[config.mk]
export PLATFORM = sky130hd
export DESIGN_NAME = hsv_to_rgb_converter_flat
export DESIGN_NICKNAME = d
export VERILOG_FILES = /design/src/hdl/hsv2rgb_pkg.sv /design/src/hdl/hsv2rgb_if.sv /design/src/hdl/hsv_to_rgb_converter.sv /design/src/flat_wrapper.sv
export SDC_FILE = /design/constraint.sdc
export NUM_CORES = 2
export LEC_CHECK = 0
export ABC_AREA = 1
export BUFFER_PORTS_ARGS = -buffer_cell sky130_fd_sc_hd__buf_2
export CAP_MARGIN = 20
export CORE_ASPECT_RATIO = 1.5
export CORE_MARGIN = 1.5
export CORE_UTILIZATION = 51
export CTS_CLUSTER_DIAMETER = 30
export DETAILED_ROUTE_END_ITERATION = 16
export PLACE_DENSITY = 0.65
export SLEW_MARGIN = 25
export SYNTH_ARGS = -nofsm -noshare
export SYNTH_HDL_FRONTEND = slang
export SYNTH_SLANG_ARGS = --single-unit
[constraint.sdc]
create_clock -name clk -period 9.1 [get_ports clk]
set_input_delay 0.455 -clock clk [delete_from_list [all_inputs] [get_ports clk]]
set_output_delay 0.455 -clock clk [all_outputs]
set_load 0.1 [all_outputs]
[src/hdl/hsv2rgb_pkg.sv]
// ----------------------------------------------------------------------------
// HSV to RGB converter package
// Shared widths, fixed-point constants and helper functions.
// ----------------------------------------------------------------------------
package hsv2rgb_pkg;

  localparam int FRAC_BITS = 16;
  localparam int IN_W      = 18;
  localparam int BYTE_W    = 8;
  localparam int UNIT_W    = FRAC_BITS + 1;
  localparam int CMP_W     = (FRAC_BITS + 2 > IN_W) ? FRAC_BITS + 2 : IN_W;
  localparam int H6_W      = FRAC_BITS + 3;
  localparam int SEXT_W    = 3;
  localparam int PROD_W    = 2 * FRAC_BITS + 1;

  localparam logic [UNIT_W-1:0]       ONE     = UNIT_W'(1) << FRAC_BITS;
  localparam logic signed [CMP_W-1:0] ONE_CMP = CMP_W'(1) << FRAC_BITS;
  localparam logic [PROD_W-1:0]       PROD_MAX = PROD_W'(1) << (2 * FRAC_BITS);

  typedef enum logic [SEXT_W-1:0] {
    SEXT_RED_YEL = 3'd0,
    SEXT_YEL_GRN = 3'd1,
    SEXT_GRN_CYN = 3'd2,
    SEXT_CYN_BLU = 3'd3,
    SEXT_BLU_MAG = 3'd4,
    SEXT_MAG_RED = 3'd5
  } sextant_t;

  function automatic logic [UNIT_W-1:0] clamp_unit(input logic signed [IN_W-1:0] raw);
    logic signed [CMP_W-1:0] wide;
    logic [UNIT_W-1:0]       res;
    wide = CMP_W'(raw);
    if (wide < 0) begin
      res = '0;
    end else if (wide > ONE_CMP) begin
      res = ONE;
    end else begin
      res = wide[UNIT_W-1:0];
    end
    return res;
  endfunction

  function automatic logic [BYTE_W-1:0] prod_to_byte(input logic [PROD_W-1:0] prod);
    logic [PROD_W+BYTE_W-1:0] scaled;
    scaled = {prod, {BYTE_W{1'b0}}} - {{BYTE_W{1'b0}}, prod};
    return scaled[2*FRAC_BITS+BYTE_W-1:2*FRAC_BITS];
  endfunction

endpackage

[src/hdl/hsv2rgb_if.sv]
// ----------------------------------------------------------------------------
// HSV to RGB stream interfaces
// Valid/ready channels for the HSV input pixels and the RGB result pixels.
// ----------------------------------------------------------------------------
interface hsv2rgb_in_if;
  logic                                   valid;
  logic                                   ready;
  logic signed [hsv2rgb_pkg::IN_W-1:0]    hue_in;
  logic signed [hsv2rgb_pkg::IN_W-1:0]    sat_in;
  logic signed [hsv2rgb_pkg::IN_W-1:0]    val_in;
  logic        [hsv2rgb_pkg::BYTE_W-1:0]  alpha_in;

  modport source (output valid, hue_in, sat_in, val_in, alpha_in, input ready);
  modport sink   (input valid, hue_in, sat_in, val_in, alpha_in, output ready);
endinterface

interface hsv2rgb_out_if;
  logic                              valid;
  logic                              ready;
  logic [hsv2rgb_pkg::BYTE_W-1:0]    red_out;
  logic [hsv2rgb_pkg::BYTE_W-1:0]    green_out;
  logic [hsv2rgb_pkg::BYTE_W-1:0]    blue_out;
  logic [hsv2rgb_pkg::BYTE_W-1:0]    alpha_out;

  modport source (output valid, red_out, green_out, blue_out, alpha_out, input ready);
  modport sink   (input valid, red_out, green_out, blue_out, alpha_out, output ready);
endinterface

[src/hdl/hsv_to_rgb_converter.sv]
// Accepted transactions move through stage registers 1 to 4 in order; throughput is
// one transaction per cycle while the output is ready. The four pipeline registers
// hold a stage whose successor is stalled, and input ready follows stage 1's hold.
// Reset clears all stage valid bits; payload registers are not reset.
// ----------------------------------------------------------------------------
// HSV to RGB converter
// Four-stage pipeline: clamp and hue scaling, saturation products, value
// products, byte conversion with channel selection.
// ----------------------------------------------------------------------------
module hsv_to_rgb_converter (
  input logic          clk,
  input logic          rst,
  hsv2rgb_in_if.sink   hsv,
  hsv2rgb_out_if.source rgb
);

  localparam int FB = hsv2rgb_pkg::FRAC_BITS;
  localparam int UW = hsv2rgb_pkg::UNIT_W;
  localparam int BW = hsv2rgb_pkg::BYTE_W;
  localparam int PW = hsv2rgb_pkg::PROD_W;

  logic en1, en2, en3, en4;
  logic v1, v2, v3, v4;

  // Stage 1 registers.
  logic [hsv2rgb_pkg::SEXT_W-1:0] sext1;
  logic [FB-1:0]                  frac1;
  logic [UW-1:0]                  sat1, val1;
  logic [BW-1:0]                  alpha1;

  // Stage 2 registers.
  logic [hsv2rgb_pkg::SEXT_W-1:0] sext2;
  logic [UW-1:0]                  xp2, xq2, xt2, val2;
  logic [BW-1:0]                  alpha2;

  // Stage 3 registers.
  logic [hsv2rgb_pkg::SEXT_W-1:0] sext3;
  logic [PW-1:0]                  prod_p3, prod_q3, prod_t3;
  logic [BW-1:0]                  vb3, alpha3;

  // Stage 4 registers.
  logic [BW-1:0] red4, green4, blue4, alpha4;

  assign en4 = !v4 || rgb.ready;
  assign en3 = !v3 || en4;
  assign en2 = !v2 || en3;
  assign en1 = !v1 || en2;
  assign hsv.ready = en1;

  // Stage 0 logic: clamp and scale the hue by six.
  logic [UW-1:0]                  hue_c;
  logic [hsv2rgb_pkg::H6_W-1:0]   h6;

  always_comb begin
    hue_c = hsv2rgb_pkg::clamp_unit(hsv.hue_in);
    if (hue_c == hsv2rgb_pkg::ONE) begin
      h6 = '0;
    end else begin
      h6 = (hsv2rgb_pkg::H6_W'(hue_c) << 2) + (hsv2rgb_pkg::H6_W'(hue_c) << 1);
    end
  end

  // Stage 1 logic: saturation times fraction and its complement.
  logic [FB:0]     omf1;
  logic [2*FB:0]   sf_full, snf_full;
  logic [UW-1:0]   sf1, snf1;

  always_comb begin
    omf1     = hsv2rgb_pkg::ONE - {1'b0, frac1};
    sf_full  = (2*FB+1)'(sat1) * (2*FB+1)'(frac1);
    snf_full = (2*FB+1)'(sat1) * (2*FB+1)'(omf1);
    sf1      = sf_full[2*FB:FB];
    snf1     = snf_full[2*FB:FB];
  end

  // Stage 2 logic: value products and the value byte.
  logic [2*UW-1:0]  pp_full, pq_full, pt_full;
  logic [UW+BW-1:0] v255;

  always_comb begin
    pp_full = (2*UW)'(val2) * (2*UW)'(xp2);
    pq_full = (2*UW)'(val2) * (2*UW)'(xq2);
    pt_full = (2*UW)'(val2) * (2*UW)'(xt2);
    v255    = {val2, {BW{1'b0}}} - {{BW{1'b0}}, val2};
  end

  // Stage 3 logic: bytes and channel order.
  logic [BW-1:0] pb3, qb3, tb3;
  logic [BW-1:0] red_c, green_c, blue_c;

  always_comb begin
    pb3 = hsv2rgb_pkg::prod_to_byte(prod_p3);
    qb3 = hsv2rgb_pkg::prod_to_byte(prod_q3);
    tb3 = hsv2rgb_pkg::prod_to_byte(prod_t3);
    case (hsv2rgb_pkg::sextant_t'(sext3))
      hsv2rgb_pkg::SEXT_RED_YEL: begin
        red_c = vb3; green_c = tb3; blue_c = pb3;
      end
      hsv2rgb_pkg::SEXT_YEL_GRN: begin
        red_c = qb3; green_c = vb3; blue_c = pb3;
      end
      hsv2rgb_pkg::SEXT_GRN_CYN: begin
        red_c = pb3; green_c = vb3; blue_c = tb3;
      end
      hsv2rgb_pkg::SEXT_CYN_BLU: begin
        red_c = pb3; green_c = qb3; blue_c = vb3;
      end
      hsv2rgb_pkg::SEXT_BLU_MAG: begin
        red_c = tb3; green_c = pb3; blue_c = vb3;
      end
      default: begin
        red_c = vb3; green_c = pb3; blue_c = qb3;
      end
    endcase
  end

  always_ff @(posedge clk) begin
    if (rst) begin
      v1 <= 1'b0;
      v2 <= 1'b0;
      v3 <= 1'b0;
      v4 <= 1'b0;
    end else begin
      if (en1) v1 <= hsv.valid;
      if (en2) v2 <= v1;
      if (en3) v3 <= v2;
      if (en4) v4 <= v3;
    end
    if (en1) begin
      sext1  <= h6[hsv2rgb_pkg::H6_W-1:FB];
      frac1  <= h6[FB-1:0];
      sat1   <= hsv2rgb_pkg::clamp_unit(hsv.sat_in);
      val1   <= hsv2rgb_pkg::clamp_unit(hsv.val_in);
      alpha1 <= hsv.alpha_in;
    end
    if (en2) begin
      sext2  <= sext1;
      xp2    <= hsv2rgb_pkg::ONE - sat1;
      xq2    <= hsv2rgb_pkg::ONE - sf1;
      xt2    <= hsv2rgb_pkg::ONE - snf1;
      val2   <= val1;
      alpha2 <= alpha1;
    end
    if (en3) begin
      sext3   <= sext2;
      prod_p3 <= pp_full[PW-1:0];
      prod_q3 <= pq_full[PW-1:0];
      prod_t3 <= pt_full[PW-1:0];
      vb3     <= v255[FB+BW-1:FB];
      alpha3  <= alpha2;
    end
    if (en4) begin
      red4   <= red_c;
      green4 <= green_c;
      blue4  <= blue_c;
      alpha4 <= alpha3;
    end
  end

  assign rgb.valid     = v4;
  assign rgb.red_out   = red4;
  assign rgb.green_out = green4;
  assign rgb.blue_out  = blue4;
  assign rgb.alpha_out = alpha4;

  a_in_enters_stage1: assert property (@(posedge clk) disable iff (rst)
    hsv.valid && hsv.ready |=> v1)
    else $error("Accepted transaction did not reach stage 1.");

  a_stage1_holds: assert property (@(posedge clk) disable iff (rst)
    v1 && !en2 |=> v1 && $stable(sext1) && $stable(frac1) && $stable(val1))
    else $error("Stalled stage 1 lost or changed its transaction.");

  a_sextant_range: assert property (@(posedge clk) disable iff (rst)
    v1 |-> sext1 <= hsv2rgb_pkg::SEXT_W'(hsv2rgb_pkg::SEXT_MAG_RED))
    else $error("Hue sextant out of range.");

  a_prod_range: assert property (@(posedge clk) disable iff (rst)
    v3 |-> prod_p3 <= hsv2rgb_pkg::PROD_MAX && prod_q3 <= hsv2rgb_pkg::PROD_MAX
        && prod_t3 <= hsv2rgb_pkg::PROD_MAX)
    else $error("Channel product exceeds one.");

  a_output_holds: assert property (@(posedge clk) disable iff (rst)
    v3 && !en3 |=> v3 && v4)
    else $error("Stall chain dropped a transaction.");

endmodule
[src/flat_wrapper.sv]
// flat-port wrapper written by rule: the top's interface ports become plain ports
module hsv_to_rgb_converter_flat 
  (clk, rst, hsv_valid, hsv_hue_in, hsv_sat_in, hsv_val_in, hsv_alpha_in, hsv_ready, rgb_valid, rgb_red_out, rgb_green_out, rgb_blue_out, rgb_alpha_out, rgb_ready);
  hsv2rgb_in_if hsv_i ();
  hsv2rgb_out_if rgb_i ();
  input logic clk;
  input logic rst;
  input wire logic [$bits(hsv_i.valid)-1:0] hsv_valid;
  input wire logic [$bits(hsv_i.hue_in)-1:0] hsv_hue_in;
  input wire logic [$bits(hsv_i.sat_in)-1:0] hsv_sat_in;
  input wire logic [$bits(hsv_i.val_in)-1:0] hsv_val_in;
  input wire logic [$bits(hsv_i.alpha_in)-1:0] hsv_alpha_in;
  output wire logic [$bits(hsv_i.ready)-1:0] hsv_ready;
  output wire logic [$bits(rgb_i.valid)-1:0] rgb_valid;
  output wire logic [$bits(rgb_i.red_out)-1:0] rgb_red_out;
  output wire logic [$bits(rgb_i.green_out)-1:0] rgb_green_out;
  output wire logic [$bits(rgb_i.blue_out)-1:0] rgb_blue_out;
  output wire logic [$bits(rgb_i.alpha_out)-1:0] rgb_alpha_out;
  input wire logic [$bits(rgb_i.ready)-1:0] rgb_ready;
  assign hsv_i.valid = hsv_valid;
  assign hsv_i.hue_in = hsv_hue_in;
  assign hsv_i.sat_in = hsv_sat_in;
  assign hsv_i.val_in = hsv_val_in;
  assign hsv_i.alpha_in = hsv_alpha_in;
  assign hsv_ready = hsv_i.ready;
  assign rgb_valid = rgb_i.valid;
  assign rgb_red_out = rgb_i.red_out;
  assign rgb_green_out = rgb_i.green_out;
  assign rgb_blue_out = rgb_i.blue_out;
  assign rgb_alpha_out = rgb_i.alpha_out;
  assign rgb_i.ready = rgb_ready;
  hsv_to_rgb_converter u_core (.clk(clk), .rst(rst), .hsv(hsv_i), .rgb(rgb_i));
endmodule
# ---- Yosys cells after proc, flatten, opt, wreduce, memory -nomap -nowiden
# Cells that the tools add are included.
dict set report totals {
  reg_bits 294
  memories 0
  ramBits 0
  rom_bits 0
  latch_bits 0
  output_inout_bits 34
}
dict set report op_classes {
  n_mux 7
  bitwise_logic 0
  n_addsub 9
  multipliers 5
  shifts 0
  div 0
  n_eq_ne 5
  n_reduce_logical 15
  n_lt_le_gt_ge 6
}
# cell count
set op_table {}
lappend op_table {{multiplier 17 x 17 -> 33 bit} 4}
lappend op_table {{subtractor 40 x 33 -> 40 bit} 3}
lappend op_table {{one-hot mux 8 bit (3 select lines)} 3}
lappend op_table {{2-to-1 mux 17 bit} 4}
lappend op_table {{> comparator 18 bit (second input constant)} 3}
lappend op_table {{< comparator 18 x 1 -> 1 bit (second input constant)} 3}
lappend op_table {{subtractor 17 bit (first input constant)} 3}
lappend op_table {{multiplier 17 x 16 -> 33 bit} 1}
lappend op_table {{subtractor 24 x 17 -> 24 bit} 1}
lappend op_table {{adder 19 x 18 -> 19 bit} 1}
lappend op_table {{== test 17 bit (second input constant)} 1}
lappend op_table {{subtractor 17 x 16 -> 17 bit (first input constant)} 1}
lappend op_table {{OR reduction 2 bit} 6}
lappend op_table {{== test 3 x 2 -> 1 bit (second input constant)} 2}
lappend op_table {{zero test 1 bit} 4}
lappend op_table {{logical OR 1 bit} 4}
lappend op_table {{== test 3 x 1 -> 1 bit (second input constant)} 1}
lappend op_table {{== test 3 bit (second input constant)} 1}
lappend op_table {{zero test 3 bit} 1}

# ---- Longest topological paths before layout
dict set report depth {
  word_depth 5
  depth_mapped 40
  mapped_depth_nobuf 38
}

# ---- Worst setup path after synthesis
# OpenSTA, ideal clock, no wires.
dict set report synth_timing {
  path_type {register to register}
  start {reg u_core.frac1[1]}
  end {reg u_core.xt2[14] (data pin)}
  setup_slack_ns 2.263
  arrival_ns 6.585
  required_time_ns 8.847
  path_stages_with_launch 36
  synth_period_minus_slack_ns 6.837
  cell_sequence {edfxtp_1 > buf_4 > clkbuf_1 > inv_1 > ha_1 > nand2_1 > nor2_1 > inv_1 > o21ai_0 > nand2_1 > inv_1 > clkbuf_1 > nand2_1 > fa_1 > inv_1 > fa_1 > inv_1 > fa_1 > inv_1 > fa_1 > fa_1 > fa_1 > ha_1 > nand2_1 > nand2_1 > o21bai_1 > a21oi_1 > nand2_1 > xor2_1 > inv_1 > ha_1 > nand3_2 > nor2_4 > nand3_1 > nand2_1 > nand2_1}
}
dict set report synth_between {
  elab_chain_len 3
}
# element line_no
set synth_lines {}
lappend synth_lines {{start: declaration} hsv_to_rgb_converter.sv:27} ;# logic [FB-1:0] frac1;
lappend synth_lines {{start signal: assignment} hsv_to_rgb_converter.sv:131} ;# frac1 <= h6[FB-1:0];
lappend synth_lines {{subtractor 17 x 16 -> 17 bit} hsv_to_rgb_converter.sv:69} ;# omf1 = hsv2rgb_pkg::ONE - {1'b0, frac1};
lappend synth_lines {{multiplier 17 x 17 -> 33 bit} hsv_to_rgb_converter.sv:71} ;# snf_full = (2*FB+1)'(sat1) * (2*FB+1)'(omf1);
lappend synth_lines {{via u_core.snf_full[16]} hsv_to_rgb_converter.sv:65} ;# logic [2*FB:0] sf_full, snf_full;
lappend synth_lines {{subtractor 17 bit} hsv_to_rgb_converter.sv:140} ;# xt2 <= hsv2rgb_pkg::ONE - snf1;
lappend synth_lines {{end signal: assignment} hsv_to_rgb_converter.sv:140}
lappend synth_lines {{end: declaration} hsv_to_rgb_converter.sv:33} ;# logic [UW-1:0] xp2, xq2, xt2, val2;
# The timed path passes the listed nets, and every way through them passes these cells.
# A chain may end at the register's enable or synchronous reset.

# ---- Worst setup path in the final report
dict set report layout_timing {
  start {reg u_core.frac1[2]}
  end {reg u_core.xt2[15] (data pin)}
}
dict set report layout_between {
  elab_chain_len 3
}
# element line_no
set layout_lines {}
lappend layout_lines {{subtractor 17 x 16 -> 17 bit} hsv_to_rgb_converter.sv:69}
lappend layout_lines {{multiplier 17 x 17 -> 33 bit} hsv_to_rgb_converter.sv:71}
lappend layout_lines {{subtractor 17 bit} hsv_to_rgb_converter.sv:140}
# No other way between the ends.

==> impl_metrics.json <==
{
  "status": "complete, no violations",
  "final_layout_size_suffix_gt1_frac": 0.0434,
  "ys.flop_type": "edfxtp_1",
  "synth_top_cell_area_share": 0.327,
  "dr.pass1.iters": 6,
  "power.density_nw_per_um2": 256,
  "avgSynthCellArea_um2": 7.72,
  "ir_worst_vdd_v": 0.000230,
  "layout_commonest_cell": "inv_1",
  "ctsResizeCount": 0,
  "hpwl_um": 162000,
  "core_region_area_um2": 127000,
  "drt_wl_total_um": 197000,
  "endpoint_kind": "flip-flop",
  "vias": 53900,
  "critPathKind": "reg -> reg",
  "clock-sinks": 293,
  "post-cts-setup-buffers": 0,
  "rsz0062_at_grt": "no",
  "yosysTopAreaCell": "fa_1",
  "grt_max_degree": 62,
  "postSynth.asyncResetShare": 0,
  "p_total_mw": 17.9,
  "min_from": "hsv_val_in[4]",
  "maxCapViolations": 0,
  "critPathLaunch": "u_core.frac1[2]",
  "hold_class": "in -> reg",
  "rows": 160,
  "synthesis.area_um2": 65400,
  "clock-root-buffer": "clkbuf_16",
  "hold_viol": 0,
  "synth_cell_types": 58,
  "worstPathMaxFanout": 18,
  "syn-num-nets": 10200,
  "synth_seq_area_share": 0.134,
  "final_cell_mix": "inv_1 (2226), nand2_1 (2207), fa_1 (1069)",
  "cts_buffers": 59,
  "relSlewSlack": 0.304,
  "die_width_um": 295,
  "endpoint": "u_core.xt2[15]",
  "fin_nets": 10200,
  "path_clk_slew_ns": 0.05,
  "setup_viol": 0,
  "critPathMaxStageDelay_ns": 0.66,
  "dieArea_um2": 130000,
  "tightestPinTransition_ns": 1.04,
  "slowest_stage": "edfxtp_1",
  "maxSlewViolCount": 0,
  "syn_inst": 8468,
  "whs_ns": 0.0525,
  "postRouteAntennaNets": 0,
  "routedWlPerCell_um": 19.3,
  "r2r-end": "u_core.xt2[15]",
  "overflow": 0,
  "leakagePower_nw": 38.0,
  "dieHeight_um": 442,
  "critical_path_required_ns": 9.53,
  "critPathMostFrequentCell": "nand2_1",
  "portBuffers": 99,
  "initial_core_util": 0.515,
  "fin_crit_sh": 0.875,
  "setup.worst_path.start_class": "flip-flop",
  "reg2reg_setup_slack_ns": 1.14,
  "drc": 0,
  "gp_congestion": 0.996,
  "cts_buffer_depth": 3,
  "syn_to_final_growth_pct": 6.55,
  "tns_ns": 0,
  "skew_ns": 0.0914,
  "finalCoreUtilization": 0.549,
  "grt_pass1_vias": 57700,
  "cts_max_level": 2,
  "synthTopCellsByArea": "fa_1 (33%), edfxtp_1 (13%), inv_1 (13%)",
  "max_freq_ghz": 0.126,
  "viasPerCell": 5.30,
  "drt_iter0_markers": 3033,
  "grt_usage": 0.310,
  "synth_warnings": 0,
  "antenna_found_initial": 3,
  "insertion_delay_ns": 0.72,
  "postCtsHoldBufs": 10,
  "io-pin-count": 100,
  "grt_pass1_wl_um": 309000,
  "r2r_start": "u_core.frac1[2]",
  "min_period_ns": 7.96,
  "worst_ep_arrival_time_ns": 8.39,
  "synth-edff-count": 289,
  "synth_seq_cells": 293,
  "cts_tree": "yes",
  "r2r.worst_path.cells": 32
}
[metrics by stage]
| stage | setup slack [ns] | instances | cell area (um2) |
|---|---|---|---|
| after CTS | 1.19 | 10200 | 69600 |
| after detailed placement | 1.27 | 10000 | 67500 |
| after floorplan | 2.26 | 8468 | 65400 |
| final | 1.14 | 10200 | 69700 |
| after global placement | 1.29 | 10000 | 67500 |
| after global routing | 0.562 | 10200 | 69700 |
[state kept, by name, summed over array words and instances (netlist names), 8 cells and up]
signal                cells
u_core.frac1             15
u_core.val2              17
u_core.prod_p3           33
u_core.rgb.green_out      8
u_core.val1              17
u_core.rgb.blue_out       8
u_core.prod_q3           33
u_core.alpha2             8
u_core.xp2               17
u_core.xq2               17
u_core.alpha1             8
u_core.rgb.alpha_out      8
u_core.xt2               17
u_core.sat1              17
u_core.alpha3             8
u_core.prod_t3           33
u_core.vb3                8
u_core.rgb.red_out        8
[report_power, final]
group | switching (mW) | internal (mW)
Sequential | 0.795 | 2.21
Combinational | 8.37 | 4.28
Clock | 0.865 | 1.34
Total | 10.0 | 7.82
[worst min path at each step]
stage / cells after the start / endpoint / slack, ns
floorplan: 0 / u_core.alpha2[0] / 0.40
global placement: 0 / u_core.rgb.alpha_out[2] / 0.40
detailed placement: 0 / u_core.alpha2[7] / 0.40
CTS: 3 / u_core.val1[4] / 0.03
global route: 3 / u_core.val1[4] / 0.06
finish: 3 / u_core.val1[4] / 0.05
[synth_stat cells, types with 4 or more instances]
cell and number:
a21boi_0 8, a21o_1 36, a21oi_1 252, a221oi_1 4, a31oi_1 38, and2_1 9
and3_1 4, buf_1 16, buf_2 10, clkbuf_1 270, clkinv_1 8, dfxtp_1 4
edfxtp_1 289, fa_1 1069, ha_1 641, inv_1 2228, inv_2 7, nand2_1 2208
nand2_2 14, nand3_1 252, nand3_2 8, nand3b_1 19, nand4_1 105, nor2_1 486
nor2_2 18, nor2_4 5, nor3_1 60, nor3_2 8, nor4_1 36, o211ai_1 7
o21a_1 10, o21ai_0 126, o21bai_1 35, o31ai_1 6, or2_2 7, xnor2_1 46
xor2_1 92
[cell families (layout without fill, tap and decap cells)]
group                      Yosys count  after routing  synth area share
and+or+nand+nor                   3248           3248             0.204
AOI/OAI and AO/OA                  536            536            0.0466
other                                0              2                 0
buffers and inverters             2542           2538             0.146
adders and majority gates         1710           1710             0.450
DFF                                293            293             0.134
xor gates and xnor gates           139            139            0.0187
[critical path, delay by kind of cell, from the launching register on]
family,cells,cell delay (ns)
adder cells (fa/ha/maj),7,3.39
AND/OR/NAND/NOR,16,2.16
buffers and inverters,6,0.78
flip-flops,1,0.66
AO/OA/AOI/OAI,3,0.65
[cell type report]
type	count	area (um2)
clock buffers	60	1480
fillers	12300	57300
flip-flops and latches	293	8760
clock inverters	49	553
multi-input cells	5633	47100
diodes	2	5.00
inverters	2244	8430
well taps	1701	2130
repair buffers	185	1250
[metal layers]
| metal | vias to the layer above | wire, um | track usage |
|---|---|---|---|
| li1 | 25100 | - | - |
| met1 | 26500 | 69100 | 0.322 |
| met2 | 1739 | 102000 | 0.578 |
| met3 | 621 | 8800 | 0.0340 |
| met4 | 2 | 16300 | 0.219 |
| met5 | - | 13 | 0 |
No activity file was read; power rests on OpenSTA's default activity.
